$ cat config.mk
export PLATFORM = sky130hd
export DESIGN_NAME = framed_packet_receiver
export DESIGN_NICKNAME = d
export VERILOG_FILES = /design/src/rtl/fpr_pkg.sv /design/src/rtl/fpr_cfg_regs.sv /design/src/rtl/fpr_parser.sv /design/src/rtl/framed_packet_receiver.sv
export SDC_FILE = /design/constraint.sdc
export NUM_CORES = 1
export LEC_CHECK = 0
export BUFFER_PORTS_ARGS = -buffer_cell sky130_fd_sc_hd__buf_2
export CAP_MARGIN = 15
export CORE_ASPECT_RATIO = 1.75
export CORE_UTILIZATION = 66
export DETAILED_ROUTE_END_ITERATION = 6
export PLACE_DENSITY = 0.94
export RECOVER_POWER = 25
export SLEW_MARGIN = 10
export SYNTH_ARGS = -nofsm -noshare
export SYNTH_HDL_FRONTEND = slang
export SYNTH_SLANG_ARGS = --single-unit
$ cat constraint.sdc
create_clock -name clk_i -period 25.7 [get_ports clk_i]
set_clock_uncertainty 0.05 [all_clocks]
set_input_delay 3.855 -clock clk_i [delete_from_list [all_inputs] [get_ports clk_i]]
set_output_delay 3.855 -clock clk_i [all_outputs]
set_load 0.03 [all_outputs]
$ cat src/rtl/fpr_pkg.sv
// ----------------------------------------------------------------------------
// fpr_pkg
// shared types and constants of the framed packet receiver
// ----------------------------------------------------------------------------
package fpr_pkg;

  // register map, index is paddr[3:2]
  typedef enum logic [1:0] {
    REG_LEAD_A    = 2'd0,
    REG_LEAD_B    = 2'd1,
    REG_TIMEOUT   = 2'd2,
    REG_LEN_LIMIT = 2'd3
  } reg_idx_e;

  // result status codes
  typedef enum logic [2:0] {
    ST_BODY     = 3'd0,
    ST_DONE     = 3'd1,
    ST_HDR_ERR  = 3'd2,
    ST_LEN_ERR  = 3'd3,
    ST_SUM_ERR  = 3'd4
  } status_e;

  localparam logic [7:0]  LeadAReset    = 8'd170;
  localparam logic [7:0]  LeadBReset    = 8'd85;
  localparam logic [31:0] TimeoutReset  = 32'd1000;
  localparam logic [15:0] LenLimitReset = 16'd1024;

  // header byte positions
  localparam logic [3:0] PosCmdLo   = 4'd2;
  localparam logic [3:0] PosCmdHi   = 4'd3;
  localparam logic [3:0] PosLenLo   = 4'd4;
  localparam logic [3:0] PosLenHi   = 4'd5;
  localparam logic [3:0] PosSum0    = 4'd6;
  localparam logic [3:0] PosSum1    = 4'd7;
  localparam logic [3:0] PosSum2    = 4'd8;
  localparam logic [3:0] PosSum3    = 4'd9;
  localparam logic [3:0] PosChkLo   = 4'd10;
  localparam logic [3:0] PosChkHi   = 4'd11;

  localparam logic [16:0] HeaderBytes = 17'd12;

  typedef struct packed {
    logic [7:0]  lead_a;
    logic [7:0]  lead_b;
    logic [31:0] timeout_ms;
    logic [15:0] len_limit;
  } cfg_t;

  typedef struct packed {
    status_e     status;
    logic        byte_valid;
    logic [7:0]  body_byte;
    logic [15:0] command_code;
    logic [15:0] body_length;
  } result_t;

endpackage

$ cat src/rtl/fpr_cfg_regs.sv
// ----------------------------------------------------------------------------
// fpr_cfg_regs
// apb-style configuration registers of the framed packet receiver
// ----------------------------------------------------------------------------
module fpr_cfg_regs (
  input  logic          clk_i,
  input  logic          rst_ni,
  input  logic          psel,
  input  logic          penable,
  input  logic          pwrite,
  input  logic [3:0]    paddr,
  input  logic [31:0]   pwdata,
  output logic [31:0]   prdata,
  output logic          pready,
  output fpr_pkg::cfg_t cfg_o
);

  fpr_pkg::cfg_t      cfg_q;
  fpr_pkg::reg_idx_e  idx;
  logic               wr_en;

  assign idx    = fpr_pkg::reg_idx_e'(paddr[3:2]);
  assign pready = 1'b1;
  assign wr_en  = psel & penable & pwrite;

  always_ff @(posedge clk_i or negedge rst_ni) begin
    if (!rst_ni) begin
      cfg_q.lead_a     <= fpr_pkg::LeadAReset;
      cfg_q.lead_b     <= fpr_pkg::LeadBReset;
      cfg_q.timeout_ms <= fpr_pkg::TimeoutReset;
      cfg_q.len_limit  <= fpr_pkg::LenLimitReset;
    end else if (wr_en) begin
      case (idx)
        fpr_pkg::REG_LEAD_A:    cfg_q.lead_a     <= pwdata[7:0];
        fpr_pkg::REG_LEAD_B:    cfg_q.lead_b     <= pwdata[7:0];
        fpr_pkg::REG_TIMEOUT:   cfg_q.timeout_ms <= pwdata;
        fpr_pkg::REG_LEN_LIMIT: cfg_q.len_limit  <= pwdata[15:0];
        default: ;
      endcase
    end
  end

  always_comb begin
    case (idx)
      fpr_pkg::REG_LEAD_A:    prdata = {24'd0, cfg_q.lead_a};
      fpr_pkg::REG_LEAD_B:    prdata = {24'd0, cfg_q.lead_b};
      fpr_pkg::REG_TIMEOUT:   prdata = cfg_q.timeout_ms;
      fpr_pkg::REG_LEN_LIMIT: prdata = {16'd0, cfg_q.len_limit};
      default:                prdata = 32'd0;
    endcase
  end

  assign cfg_o = cfg_q;

endmodule

$ cat src/rtl/fpr_parser.sv
// ----------------------------------------------------------------------------
// fpr_parser
// frame state and per-byte decode: sync hunt, header, body, checks
// ----------------------------------------------------------------------------
module fpr_parser (
  input  logic            clk_i,
  input  logic            rst_ni,
  input  logic            step_i,
  input  logic [7:0]      rx_byte_i,
  input  logic [31:0]     now_ms_i,
  input  fpr_pkg::cfg_t   cfg_i,
  output logic            has_result_o,
  output fpr_pkg::result_t result_o
);

  logic [16:0] count_q, count_d;
  logic [31:0] start_q, start_d;
  logic [15:0] cmd_q, cmd_d;
  logic [15:0] len_q, len_d;
  logic [15:0] hsum_q, hsum_d;
  logic [7:0]  chk_lo_q, chk_lo_d;
  logic [31:0] exp_sum_q, exp_sum_d;
  logic [31:0] run_sum_q, run_sum_d;

  logic [32:0] age;
  logic        expired;
  logic [16:0] count;
  logic [3:0]  pos;
  logic [15:0] got_chk;
  logic [16:0] count_inc;

  // frame age, bit 32 set when time ran backwards
  assign age     = {1'b0, now_ms_i} - {1'b0, start_q};
  assign expired = (count_q != 17'd0) && (start_q != 32'd0) &&
                   (age[32] || (age[31:0] > cfg_i.timeout_ms));
  assign count     = expired ? 17'd0 : count_q;
  assign pos       = count[3:0];
  assign got_chk   = {rx_byte_i, chk_lo_q};
  assign count_inc = count + 17'd1;

  always_comb begin
    count_d   = count;
    start_d   = expired ? 32'd0 : start_q;
    cmd_d     = cmd_q;
    len_d     = len_q;
    hsum_d    = hsum_q;
    chk_lo_d  = chk_lo_q;
    exp_sum_d = exp_sum_q;
    run_sum_d = run_sum_q;

    has_result_o          = 1'b0;
    result_o.status       = fpr_pkg::ST_BODY;
    result_o.byte_valid   = 1'b0;
    result_o.body_byte    = 8'd0;
    result_o.command_code = cmd_q;
    result_o.body_length  = len_q;

    if (count == 17'd0) begin
      if (rx_byte_i == cfg_i.lead_a) begin
        count_d = 17'd1;
        start_d = now_ms_i;
        hsum_d  = {8'd0, rx_byte_i};
      end
    end else if (count == 17'd1) begin
      if (rx_byte_i == cfg_i.lead_b) begin
        count_d = 17'd2;
        hsum_d  = hsum_q + {8'd0, rx_byte_i};
      end else begin
        count_d = 17'd0;
        start_d = 32'd0;
      end
    end else if (count < fpr_pkg::HeaderBytes) begin
      count_d = count_inc;
      if (pos < fpr_pkg::PosChkLo) begin
        hsum_d = hsum_q + {8'd0, rx_byte_i};
      end
      case (pos)
        fpr_pkg::PosCmdLo: cmd_d     = {8'd0, rx_byte_i};
        fpr_pkg::PosCmdHi: cmd_d     = {rx_byte_i, cmd_q[7:0]};
        fpr_pkg::PosLenLo: len_d     = {8'd0, rx_byte_i};
        fpr_pkg::PosLenHi: len_d     = {rx_byte_i, len_q[7:0]};
        fpr_pkg::PosSum0:  exp_sum_d = {24'd0, rx_byte_i};
        fpr_pkg::PosSum1:  exp_sum_d = {16'd0, rx_byte_i, exp_sum_q[7:0]};
        fpr_pkg::PosSum2:  exp_sum_d = {8'd0, rx_byte_i, exp_sum_q[15:0]};
        fpr_pkg::PosSum3:  exp_sum_d = {rx_byte_i, exp_sum_q[23:0]};
        fpr_pkg::PosChkLo: chk_lo_d  = rx_byte_i;
        default: ;
      endcase
      // last header byte: checksum, length limit, empty body
      if (pos == fpr_pkg::PosChkHi) begin
        run_sum_d = 32'd0;
        if (got_chk != hsum_q) begin
          has_result_o    = 1'b1;
          result_o.status = fpr_pkg::ST_HDR_ERR;
        end else if (len_q > cfg_i.len_limit) begin
          has_result_o    = 1'b1;
          result_o.status = fpr_pkg::ST_LEN_ERR;
        end else if (len_q == 16'd0) begin
          has_result_o    = 1'b1;
          result_o.status = fpr_pkg::ST_DONE;
        end
        if (has_result_o) begin
          count_d = 17'd0;
          start_d = 32'd0;
        end
      end
    end else begin
      run_sum_d           = run_sum_q + {24'd0, rx_byte_i};
      count_d             = count_inc;
      has_result_o        = 1'b1;
      result_o.byte_valid = 1'b1;
      result_o.body_byte  = rx_byte_i;
      if ((count_inc >= fpr_pkg::HeaderBytes) &&
          ((count_inc - fpr_pkg::HeaderBytes) == {1'b0, len_q})) begin
        result_o.status = (run_sum_d == exp_sum_q) ? fpr_pkg::ST_DONE : fpr_pkg::ST_SUM_ERR;
        count_d         = 17'd0;
        start_d         = 32'd0;
      end
    end
  end

  always_ff @(posedge clk_i or negedge rst_ni) begin
    if (!rst_ni) begin
      count_q   <= 17'd0;
      start_q   <= 32'd0;
      cmd_q     <= 16'd0;
      len_q     <= 16'd0;
      hsum_q    <= 16'd0;
      chk_lo_q  <= 8'd0;
      exp_sum_q <= 32'd0;
      run_sum_q <= 32'd0;
    end else if (step_i) begin
      count_q   <= count_d;
      start_q   <= start_d;
      cmd_q     <= cmd_d;
      len_q     <= len_d;
      hsum_q    <= hsum_d;
      chk_lo_q  <= chk_lo_d;
      exp_sum_q <= exp_sum_d;
      run_sum_q <= run_sum_d;
    end
  end

endmodule

$ cat src/rtl/framed_packet_receiver.sv
// ----------------------------------------------------------------------------
// framed_packet_receiver
// byte-stream frame receiver: sync, header checks, body forwarding
// ----------------------------------------------------------------------------
// usage
//   input channel (in_valid_i / in_ready_o) carries one received byte and its
//   millisecond timestamp per transaction. output channel (out_valid_o /
//   out_ready_i) carries at most one result per input transaction: a body
//   byte, a frame completion or one of the error codes.
//   configuration goes through the apb-style port, one 32-bit register every
//   four bytes; write it only while the block is idle.
// timing
//   an accepted byte lands in the input register, is decoded from there and
//   its result is loaded into the output register, which drives output valid.
//   one byte per cycle sustained while the receiver takes the results or the
//   bytes make none; the decode is a single pass of add and compare logic on
//   the frame state.
// reset
//   frame state clears to hunting, registers take their default values, both
//   pipeline registers empty. no clearing pass, the block is ready at once.
// stall
//   when the receiver holds off, the result waits in the output register and
//   one more byte is still taken into the input register; bytes that produce
//   no result keep flowing past a full output register.
// ----------------------------------------------------------------------------
module framed_packet_receiver (
  input  logic        clk_i,
  input  logic        rst_ni,
  // input channel
  input  logic        in_valid_i,
  output logic        in_ready_o,
  input  logic [7:0]  rx_byte_i,
  input  logic [31:0] now_ms_i,
  // output channel
  output logic        out_valid_o,
  input  logic        out_ready_i,
  output logic [2:0]  status_o,
  output logic        byte_valid_o,
  output logic [7:0]  body_byte_o,
  output logic [15:0] command_code_o,
  output logic [15:0] body_length_o,
  // configuration port
  input  logic        psel,
  input  logic        penable,
  input  logic        pwrite,
  input  logic [3:0]  paddr,
  input  logic [31:0] pwdata,
  output logic [31:0] prdata,
  output logic        pready
);

  fpr_pkg::cfg_t    cfg;
  fpr_pkg::result_t result;
  fpr_pkg::result_t out_q;
  logic             has_result;

  // input register
  logic        in_valid_q;
  logic [7:0]  rx_byte_q;
  logic [31:0] now_ms_q;

  logic        out_valid_q;
  logic        advance;

  fpr_cfg_regs u_cfg (
    .clk_i   (clk_i),
    .rst_ni  (rst_ni),
    .psel    (psel),
    .penable (penable),
    .pwrite  (pwrite),
    .paddr   (paddr),
    .pwdata  (pwdata),
    .prdata  (prdata),
    .pready  (pready),
    .cfg_o   (cfg)
  );

  fpr_parser u_parser (
    .clk_i        (clk_i),
    .rst_ni       (rst_ni),
    .step_i       (advance),
    .rx_byte_i    (rx_byte_q),
    .now_ms_i     (now_ms_q),
    .cfg_i        (cfg),
    .has_result_o (has_result),
    .result_o     (result)
  );

  // a buffered byte moves on when its result has room, or when it has none
  assign advance    = in_valid_q && (!out_valid_q || out_ready_i || !has_result);
  assign in_ready_o = !in_valid_q || advance;

  always_ff @(posedge clk_i or negedge rst_ni) begin
    if (!rst_ni) begin
      in_valid_q <= 1'b0;
    end else if (in_valid_i && in_ready_o) begin
      in_valid_q <= 1'b1;
    end else if (advance) begin
      in_valid_q <= 1'b0;
    end
  end

  always_ff @(posedge clk_i) begin
    if (in_valid_i && in_ready_o) begin
      rx_byte_q <= rx_byte_i;
      now_ms_q  <= now_ms_i;
    end
  end

  // output register
  always_ff @(posedge clk_i or negedge rst_ni) begin
    if (!rst_ni) begin
      out_valid_q <= 1'b0;
    end else if (advance && has_result) begin
      out_valid_q <= 1'b1;
    end else if (out_ready_i) begin
      out_valid_q <= 1'b0;
    end
  end

  always_ff @(posedge clk_i) begin
    if (advance && has_result) begin
      out_q <= result;
    end
  end

  assign out_valid_o    = out_valid_q;
  assign status_o       = out_q.status;
  assign byte_valid_o   = out_q.byte_valid;
  assign body_byte_o    = out_q.body_byte;
  assign command_code_o = out_q.command_code;
  assign body_length_o  = out_q.body_length;

  // checks

  // a result without a body byte always carries a header status
  assert property (@(posedge clk_i) disable iff (!rst_ni)
    out_valid_o && !byte_valid_o |->
      (status_o == fpr_pkg::ST_DONE) || (status_o == fpr_pkg::ST_HDR_ERR) ||
      (status_o == fpr_pkg::ST_LEN_ERR))
    else $error("header result with unexpected status");

  // a plain body result always forwards its byte
  assert property (@(posedge clk_i) disable iff (!rst_ni)
    out_valid_o && (status_o == fpr_pkg::ST_BODY) |-> byte_valid_o)
    else $error("body status without body byte");

  // a draining output lets the buffered byte through and frees the input side
  assert property (@(posedge clk_i) disable iff (!rst_ni)
    in_valid_q && out_ready_i |-> advance && in_ready_o)
    else $error("pipeline stalled with a free output slot");

  // a result is only loaded from a decoded byte
  assert property (@(posedge clk_i) disable iff (!rst_ni)
    !$past(out_valid_q) && out_valid_q |-> $past(advance && has_result))
    else $error("result appeared without a decoded byte");

endmodule

# Word level (Yosys, flattened, before mapping)
# Cells that the tools add are included.
[word_totals]
register_bits = 319
in_bits = 83
wordCells = 164
[op_classes]
n_lt_le_gt_ge = 5
n_addsub = 5
n_reduce_logical = 44
n_eq_ne = 22
bitwise = 9
muxes = 53
[op_table]
columns = ["cell", "n"]
rows = [
  ["$mux 32", 11],
  ["$pmux 32 s4", 2],
  ["$mux 17", 8],
  ["$mux 16", 6],
  ["$pmux 16 s2", 2],
  ["$sub 32x32->33", 1],
  ["$add 32x8->32", 1],
  ["$eq 32x32->1", 1],
  ["$gt 32x32->1", 1],
  ["$reduce_bool 32->1", 1],
  ["$reduce_and 5->1", 5],
  ["$mux 3", 6],
  ["$reduce_and 6->1", 3],
  ["$add 17x1->17 const B", 1],
  ["$eq 17x1->1 const B", 1],
  ["$eq 17x16->1", 1],
  ["$ge 17x4->1 const B", 1],
  ["$logic_not 17->1", 1],
  ["$lt 17x4->1 const B", 1],
  ["$reduce_bool 17->1", 1],
  ["$sub 17x4->17 const B", 1],
  ["$add 16x8->16", 1],
  ["$eq 4x3->1 const B", 4],
  ["$eq 4x4->1 const B", 4],
  ["28 further kinds", 73],
]

# Longest topological paths before layout
# Gate-level depths: netlist of the first run.
[depth]
ltp_word = 20
mapped_depth = 45
ltp_nobuf = 39

# Cells and area by module
# From an unflattened synthesis of the first run, not the netlist that was laid out.
[unflattened]
cells_unflattened = 1854
area_unflattened_um2 = 19289.8
[by_module_without_submodules]
columns = ["mod", "instances", "area_per_inst_um2", "cells_per_inst", "seq_area_each_um2"]
rows = [
  ["fpr_parser", 1, 13571.8, 1572, 4229.1],
  ["fpr_cfg_regs", 1, 3078.0, 188, 1620.3],
  ["framed_packet_receiver", 1, 2640.0, 94, 2572.5],
]

# Worst setup path before layout of the first run
# Ideal clock, no wire load.
[synth_timing]
kind = "flip-flop to output port"
from = "reg now_ms_q[7]"
to = "out in_ready_o"
required_time_ns = 21.795
path_slack_ns = 15.257
stages_incl_launch_ff = 32
t_arrival_ns = 6.538
path_buffers = 4
path_cell_list = "edfxtp_1 > ha_1 > a21o_1 > a21oi_1 > nor3b_1 > a31oi_1 > o21a_1 > a311oi_1 > nor3_1 > a211o_1 > a21oi_1 > o21bai_1 > a21oi_1 > xnor2_1 > ha_1 > a21oi_1 > o21ai_0 > nor4_1 > o221ai_1 > o21ai_1 > clkbuf_1 > clkbuf_1 > clkbuf_1 > nand2_1 > inv_1 > ha_1 > clkbuf_1 > o21ai_0 > o21a_1 > or2_2 > nor2_1 > nand2_1"
[synth_via]
elab_chain_len = 14
[synth_lines]
columns = ["element", "line_no", "text"]
rows = [
  ["from (decl)", "framed_packet_receiver.sv:60", "logic [31:0] now_ms_q;"],
  ["from (signal assigned)", "framed_packet_receiver.sv:106", "now_ms_q <= now_ms_i;"],
  ["$sub 32x32->33 *", "fpr_parser.sv:33", "assign age = {1'b0, now_ms_i} - {1'b0, start_q};"],
  ["$gt 32x32->1", "fpr_parser.sv:35", "(age[32] || (age[31:0] > cfg_i.timeout_ms));"],
  ["$logic_or 1x1->1 *", "fpr_parser.sv:35", ""],
  ["$logic_and 1x1->1 *", "fpr_parser.sv:34", "assign expired = (count_q != 17'd0) && (start_q != 32'd0) &&"],
  ["$mux 17 *", "fpr_parser.sv:36", "assign count = expired ? 17'd0 : count_q;"],
  ["branches (longest 4 deep; another with $lt 17x4->1)", "n/a", ""],
  ["$mux 1 *", "fpr_parser.sv:58", "if (count == 17'd0) begin"],
  ["$logic_not 1->1 *", "framed_packet_receiver.sv:90", "assign advance = in_valid_q && (!out_valid_q || out_ready_i || !has_result);"],
  ["$logic_or 1x1->1 *", "framed_packet_receiver.sv:90", ""],
  ["$logic_and 1x1->1 *", "framed_packet_receiver.sv:90", ""],
  ["$logic_or 1x1->1 *", "framed_packet_receiver.sv:91", "assign in_ready_o = !in_valid_q || advance;"],
  ["to (decl)", "framed_packet_receiver.sv:31", "output logic in_ready_o,"],
]
# Every way passes the cells marked *.

# Worst setup path in the final report of the first run
# Same ends and word-level chain as after synthesis.

==> results of run 1 <==
cell usage in the layout, fill, tap and decap left out, drive strengths merged, types with 16 or more instances in the layout:
cell type and n:
a21o 31, a21oi 92, a22o 39, a22oi 19, and2 29, and3 30
buf 172, clkbuf 40, dfrtp 220, edfxtp 84, ha 102, inv 110
mux2 56, mux2i 16, nand2 209, nand3 68, nand4 29, nor2 101
nor2b 25, nor3 35, nor4 35, o21ai 135, xnor2 94, xor2 60
flip-flops by register name, summed over array words and instances, names as in the netlist:
name / flops
u_parser.cmd_q: 16
body_byte_o: 8
out_valid_o: 1
u_parser.exp_sum_q: 32
u_parser.chk_lo_q: 8
status_o: 3
u_parser.start_q: 32
u_parser.hsum_q: 16
u_parser.count_q: 17
now_ms_q: 32
byte_valid_o: 1
u_parser.len_q: 16
in_valid_q: 1
command_code_o: 16
u_parser.run_sum_q: 32
u_cfg.cfg_o: 64
body_length_o: 16
rx_byte_q: 8
kinds of logic after synthesis:
group	Yosys count	share of synthesized area (%)
and+or+nand+nor	632	17.0
buffers and inverters	204	4.23
muxes	80	5.12
AOI/OAI and AO/OA	430	14.9
adders and majority gates	105	7.05
DFF	319	44.4
other	1	0.0198
xor gates and xnor gates	154	7.19
where the power goes:
group	internal, µW	switching [µW]	total (µW)
Clock	247	195	442
Combinational	175	279	453
Sequential	573	53.1	626
Total	994	527	1520
per-stage QoR:
stage	util (%)	cell area [µm²]	instances	hold WS, ns	power (µW)
after floorplan	-	19000	1925	0.375	943
after detailed placement	71.2	20000	2377	0.388	1070
after global routing	74.7	21000	2433	0.417	1580
final	74.7	21000	2433	0.405	1520
after CTS	74.6	20900	2431	0.403	1510
after global placement	71.2	20000	2377	0.384	1050
final cells by class:
class,count,area [µm²],share of cell area [%]
clock buffers,37,786,3.75
clock inverters,17,175,0.835
inverters,110,413,1.97
multi-input cells,1402,9770,46.6
flip-flops and latches,319,8420,40.2
well taps,373,467,2.23
repair buffers,175,945,4.50
worst max-delay path: cells and delay by family (launching register included):
kind | cells | cell delay (ns)
compound gates | 15 | 3.84
simple gates | 7 | 2.24
fa+ha+maj | 3 | 1.38
buf+inv | 3 | 0.68
flops | 1 | 0.41
xor+xnor | 1 | 0.14
metal layers:
metal	up-vias	wire, µm
li1	7130	-
met1	7630	17300
met2	797	26300
met3	308	3500
met4	2	4580
met5	-	18
path summary, 6_finish.rpt:
path                                                     end                           from  depth (start not counted)
max                                               in_ready_o          now_ms_q[7]$_DFFE_PP_                         29
min                              command_code_o[1]$_DFFE_PP_  u_parser.cmd_q[1]$_DFFE_PN0P_                          0
max reg2reg                  u_parser.start_q[7]$_DFFE_PN0P_          now_ms_q[7]$_DFFE_PP_                         37
min reg2reg                      command_code_o[1]$_DFFE_PP_  u_parser.cmd_q[1]$_DFFE_PN0P_                          0
max in group asynchronous   u_parser.start_q[24]$_DFFE_PN0P_                         rst_ni                          2
min in group asynchronous  u_parser.run_sum_q[3]$_DFFE_PN0P_                         rst_ni                          1
==> impl_metrics.ini, run 1 <==
[status]
outcome = finished, violations left
violations = capacitance limit, slew limit

[timing]
hold_violations = 0
setup_tns_ns = 0
fin_crit_sh_pct = 51.4
worstMarginPinSlew_ns = 5.10
relSlewSlack_pct = -240
setup_ws_ns = 12.48
max_freq_mhz = 75.7
setup_violations = 0
final_max_slew_viol_count = 157
grt_setup_unrepaired = false
min_period_ns = 13.22

[drt]
drc_errors = 0
vias_per_cell = 6.52
wire_per_inst_um = 21.3
vias = 15867
wl_mm = 51.8
first_iter_violations = 1280
drt_first_pass_iters = 5
ant_nets = 0

[floorplanning]
initial_core_util_pct = 67.5
coreArea_um2 = 28100
dieArea_um2 = 29400
placementRows = 81
die_w_um = 130
fp.dieH_um = 226
io_pins = 162

[global_routing]
met2_usage_pct = 63.5
busiest_layer = met2
met1_usage_pct = 36.8
grt_pass1_wl_mm = 81.1
gr-usage-met3_pct = 6.28
grt_max_degree = 95
grt_pass1_vias = 16105
antenna_found_initial = 1
grt_overflow_total = 0
grt_usage_pct = 36.2

[synthesis]
synthTopCellsByArea = dfrtp_1 (29%), edfxtp_1 (13%), ha_1 (6.7%)
yosys_warnings = 0
syn_nets = 2113
yosysTopAreaCell = dfrtp_1
async_flop_share_pct = 73.7
ys_ff_latch = 319
synth.most_common_cell = dfrtp_1
synth_edf_count = 84
ys_top_cells_by_count = dfrtp_1 (220), nand2_1 (209), o21ai_0 (130), inv_1 (108), ha_1 (102)
synthCells = 1925
syn_avg_cell_area_um2 = 9.85
syn_area_um2 = 19000
synthFlopType = dfrtp_1
yosysUniqueCellTypes = 92
seq_area_frac_synth_pct = 44.4
synth_top_area_share_pct = 29.0

[critical_path]
end_kind = output pin
worstPathRequired_ns = 21.80
rrSetupSlack_ns = 13.37
max_stage_delay_ns = 1.03
cp_common_cell = a21oi_1
start_kind = flip-flop
crit_type = flip-flop to output pin
cp_max_fo = 31
crit_arrival_ns = 9.31
worst_path_max_delay_cell = nor4_1

[placement]
preCtsSetupSlack_ns = 13.83
port_buffers = 158
hpwl_mm = 37.4
place_congestion = 0.967

[clock_tree]
clkTransAtPathRegs_ns = 0.06
cts_tree = yes
clock_latency_ns = 0.59
htreeDepth = 1
cts_hold_buf = 0
post_cts_buffers = 0
cts-resized-gates = 0
cts_buffers = 29
clockBufferDepth = 3
cts_root_buffer = clkbuf_16
cts_sinks = 319

[final_layout]
syn2layout_area_growth_pct = 10.6
fin_nets = 2225
layout-drive-gt1-share_pct = 16.2
fillers = 1875
antenna_cells = 0

[power]
ir_drop_mv = 0.0675
power_density_nw_per_um2 = 72.5
leakagePower_uw = 0.00932

[hold_path]
hold_path.class = flip-flop to flip-flop

[job]
cap_violations = 2
No activity file was read; power rests on OpenSTA's default activity.
==> run 2: changes to the inputs <==
--- a/config.mk
+++ b/config.mk
@@ -8,9 +8,9 @@
 export BUFFER_PORTS_ARGS = -buffer_cell sky130_fd_sc_hd__buf_2
 export CAP_MARGIN = 15
 export CORE_ASPECT_RATIO = 1.75
-export CORE_UTILIZATION = 66
+export CORE_UTILIZATION = 61
 export DETAILED_ROUTE_END_ITERATION = 6
-export PLACE_DENSITY = 0.94
+export PLACE_DENSITY = 0.88
 export RECOVER_POWER = 25
 export SLEW_MARGIN = 10
 export SYNTH_ARGS = -nofsm -noshare
==> constraint.sdc (replaced) <==
create_clock -name clk_i -period 12.2 [get_ports clk_i]
set_clock_uncertainty 0.05 [all_clocks]
set_input_delay 1.83 -clock clk_i [delete_from_list [all_inputs] [get_ports clk_i]]
set_output_delay 1.83 -clock clk_i [all_outputs]
set_load 0.03 [all_outputs]
==> impl_metrics.ini, run 2 (same netlist as run 1, synthesis figures left out) <==
[status]
outcome = finished, violations left
violations = capacitance limit, slew limit

[drt]
drc_errors = 0
vias_per_cell = 6.45
vias = 15805
ant_nets = 0
first_iter_violations = 1113
wire_per_inst_um = 21.5
wl_mm = 52.6
drt_first_pass_iters = 6

[final_layout]
final_common_cell = dfrtp_1
fillers = 2291
largest_reg_flops = 64
layout-drive-gt1-share_pct = 16.0
final_cell_mix = dfrtp_1 (220), nand2_1 (209), buf_2 (156)
syn2layout_area_growth_pct = 10.3
fin_nets = 2226

[clock_tree]
post_cts_buffers = 0
cts_hold_buf = 0
cts-resized-gates = 0
cts_buffers = 28
cts_sinks = 319
cts_root_buffer = clkbuf_16
clkTransAtPathRegs_ns = 0.07
cts_tree = yes
clockBufferDepth = 3
htreeDepth = 1
clock_latency_ns = 0.58

[timing]
final_max_slew_viol_count = 159
worstMarginPinSlew_ns = 4.69
setup_violations = 0
hold_violations = 0
grt_setup_unrepaired = false
setup_ws_ns = 1.43
hold_ws_ns = 0.405
max_freq_mhz = 92.8
fin_crit_sh_pct = 88.3
setup_tns_ns = 0
min_period_ns = 10.77
relSlewSlack_pct = -213

[critical_path]
rrSetupSlack_ns = 1.43
timing.rr.start = now_ms_q[7]$_DFFE_PP_
worst_path_max_delay_cell = nor4_2
cp_max_fo = 20
start_kind = flip-flop
crit_type = flip-flop to flip-flop
crit_arrival_ns = 11.20
reg2regPathDepth = 36
worstPathRequired_ns = 12.63
end_kind = flip-flop
max_stage_delay_ns = 0.96
rr_endpoint = u_parser.count_q[4]$_DFFE_PN0P_
cp_common_cell = a21oi_1

[global_routing]
antenna_found_initial = 1
grt_max_degree = 85
grt_pass1_vias = 16157
grt_usage_pct = 33.9
grt_pass1_wl_mm = 83.0
grt_overflow_total = 0

[job]
cap_violations = 2

[placement]
hpwl_mm = 37.4
place_congestion = 0.981
port_buffers = 158
preCtsSetupSlack_ns = 1.78

[hold_path]
worstHoldStart = u_parser.cmd_q[14]$_DFFE_PN0P_
min_to = command_code_o[14]$_DFFE_PP_
holdPathStages = 0
hold_path.class = flip-flop to flip-flop

[floorplanning]
fp.dieH_um = 235
io_pins = 162
die_w_um = 135
initial_core_util_pct = 61.9
placementRows = 85
dieArea_um2 = 31800
coreArea_um2 = 30600

[power]
power_uw = 3140
leakagePower_uw = 0.00929
power_density_nw_per_um2 = 150
ir_drop_mv = 0.128
## run 2: how the worst max path moves through the flow
stage	startpoint	end
floorplan	now_ms_q[7]$_DFFE_PP_	u_parser.start_q[17]$_DFFE_PN0P_
CTS	now_ms_q[7]$_DFFE_PP_	u_parser.start_q[26]$_DFFE_PN0P_
detailed placement	now_ms_q[7]$_DFFE_PP_	u_parser.start_q[31]$_DFFE_PN0P_
global placement	now_ms_q[7]$_DFFE_PP_	u_parser.start_q[24]$_DFFE_PN0P_
global route	u_parser.start_q[1]$_DFFE_PN0P_	u_parser.count_q[8]$_DFFE_PN0P_
finish	now_ms_q[7]$_DFFE_PP_	u_parser.count_q[4]$_DFFE_PN0P_
## run 2: power breakdown
part / internal [µW] / switching [µW] / total (µW)
sequential: 1210 / 114 / 1320
combinational: 366 / 581 / 947
clock: 471 / 403 / 874
total: 2040 / 1100 / 3140
## run 2: cell type report
cell class / instances / area [µm²] / share of cell area [%]
inverter: 110 / 413 / 1.97
sequential: 319 / 8420 / 40.3
timing repair buffer: 177 / 947 / 4.53
multi-input combinational: 1402 / 9770 / 46.7
clock inverter: 12 / 91.3 / 0.437
tap: 391 / 489 / 2.34
antenna: 1 / 2.50 / 0.0120
clock buffer: 40 / 787 / 3.76
## run 2: metal layers
metal	share of wire [%]	wire, µm	vias up	GRT usage [%]
met2	52	27200	774	59.5
met5	0	0	-	0
li1	-	-	7119	-
met4	7.5	3950	0	24.7
met1	34	17800	7649	36.2
met3	7.0	3680	263	5.36
## run 2: worst max-delay path, delay by kind of cell, from the launching register on
| kind | cells | cell delay, ns |
|---|---|---|
| AOI/OAI and AO/OA | 19 | 5.09 |
| xor gates and xnor gates | 1 | 0.14 |
| adders and majority gates | 3 | 0.85 |
| buffers and inverters | 4 | 0.90 |
| DFF | 1 | 0.39 |
| and+or+nand+nor | 9 | 3.23 |
## run 2: per-stage QoR
stage	cells	cell area (µm²)	utilization (%)
4_1_cts	2449	20900	68.2
2_1_floorplan	1925	19000	-
3_5_place_dp	2397	20000	65.4
3_3_place_gp	2397	20000	65.4
6_report	2452	20900	68.3
5_1_grt	2451	20900	68.3
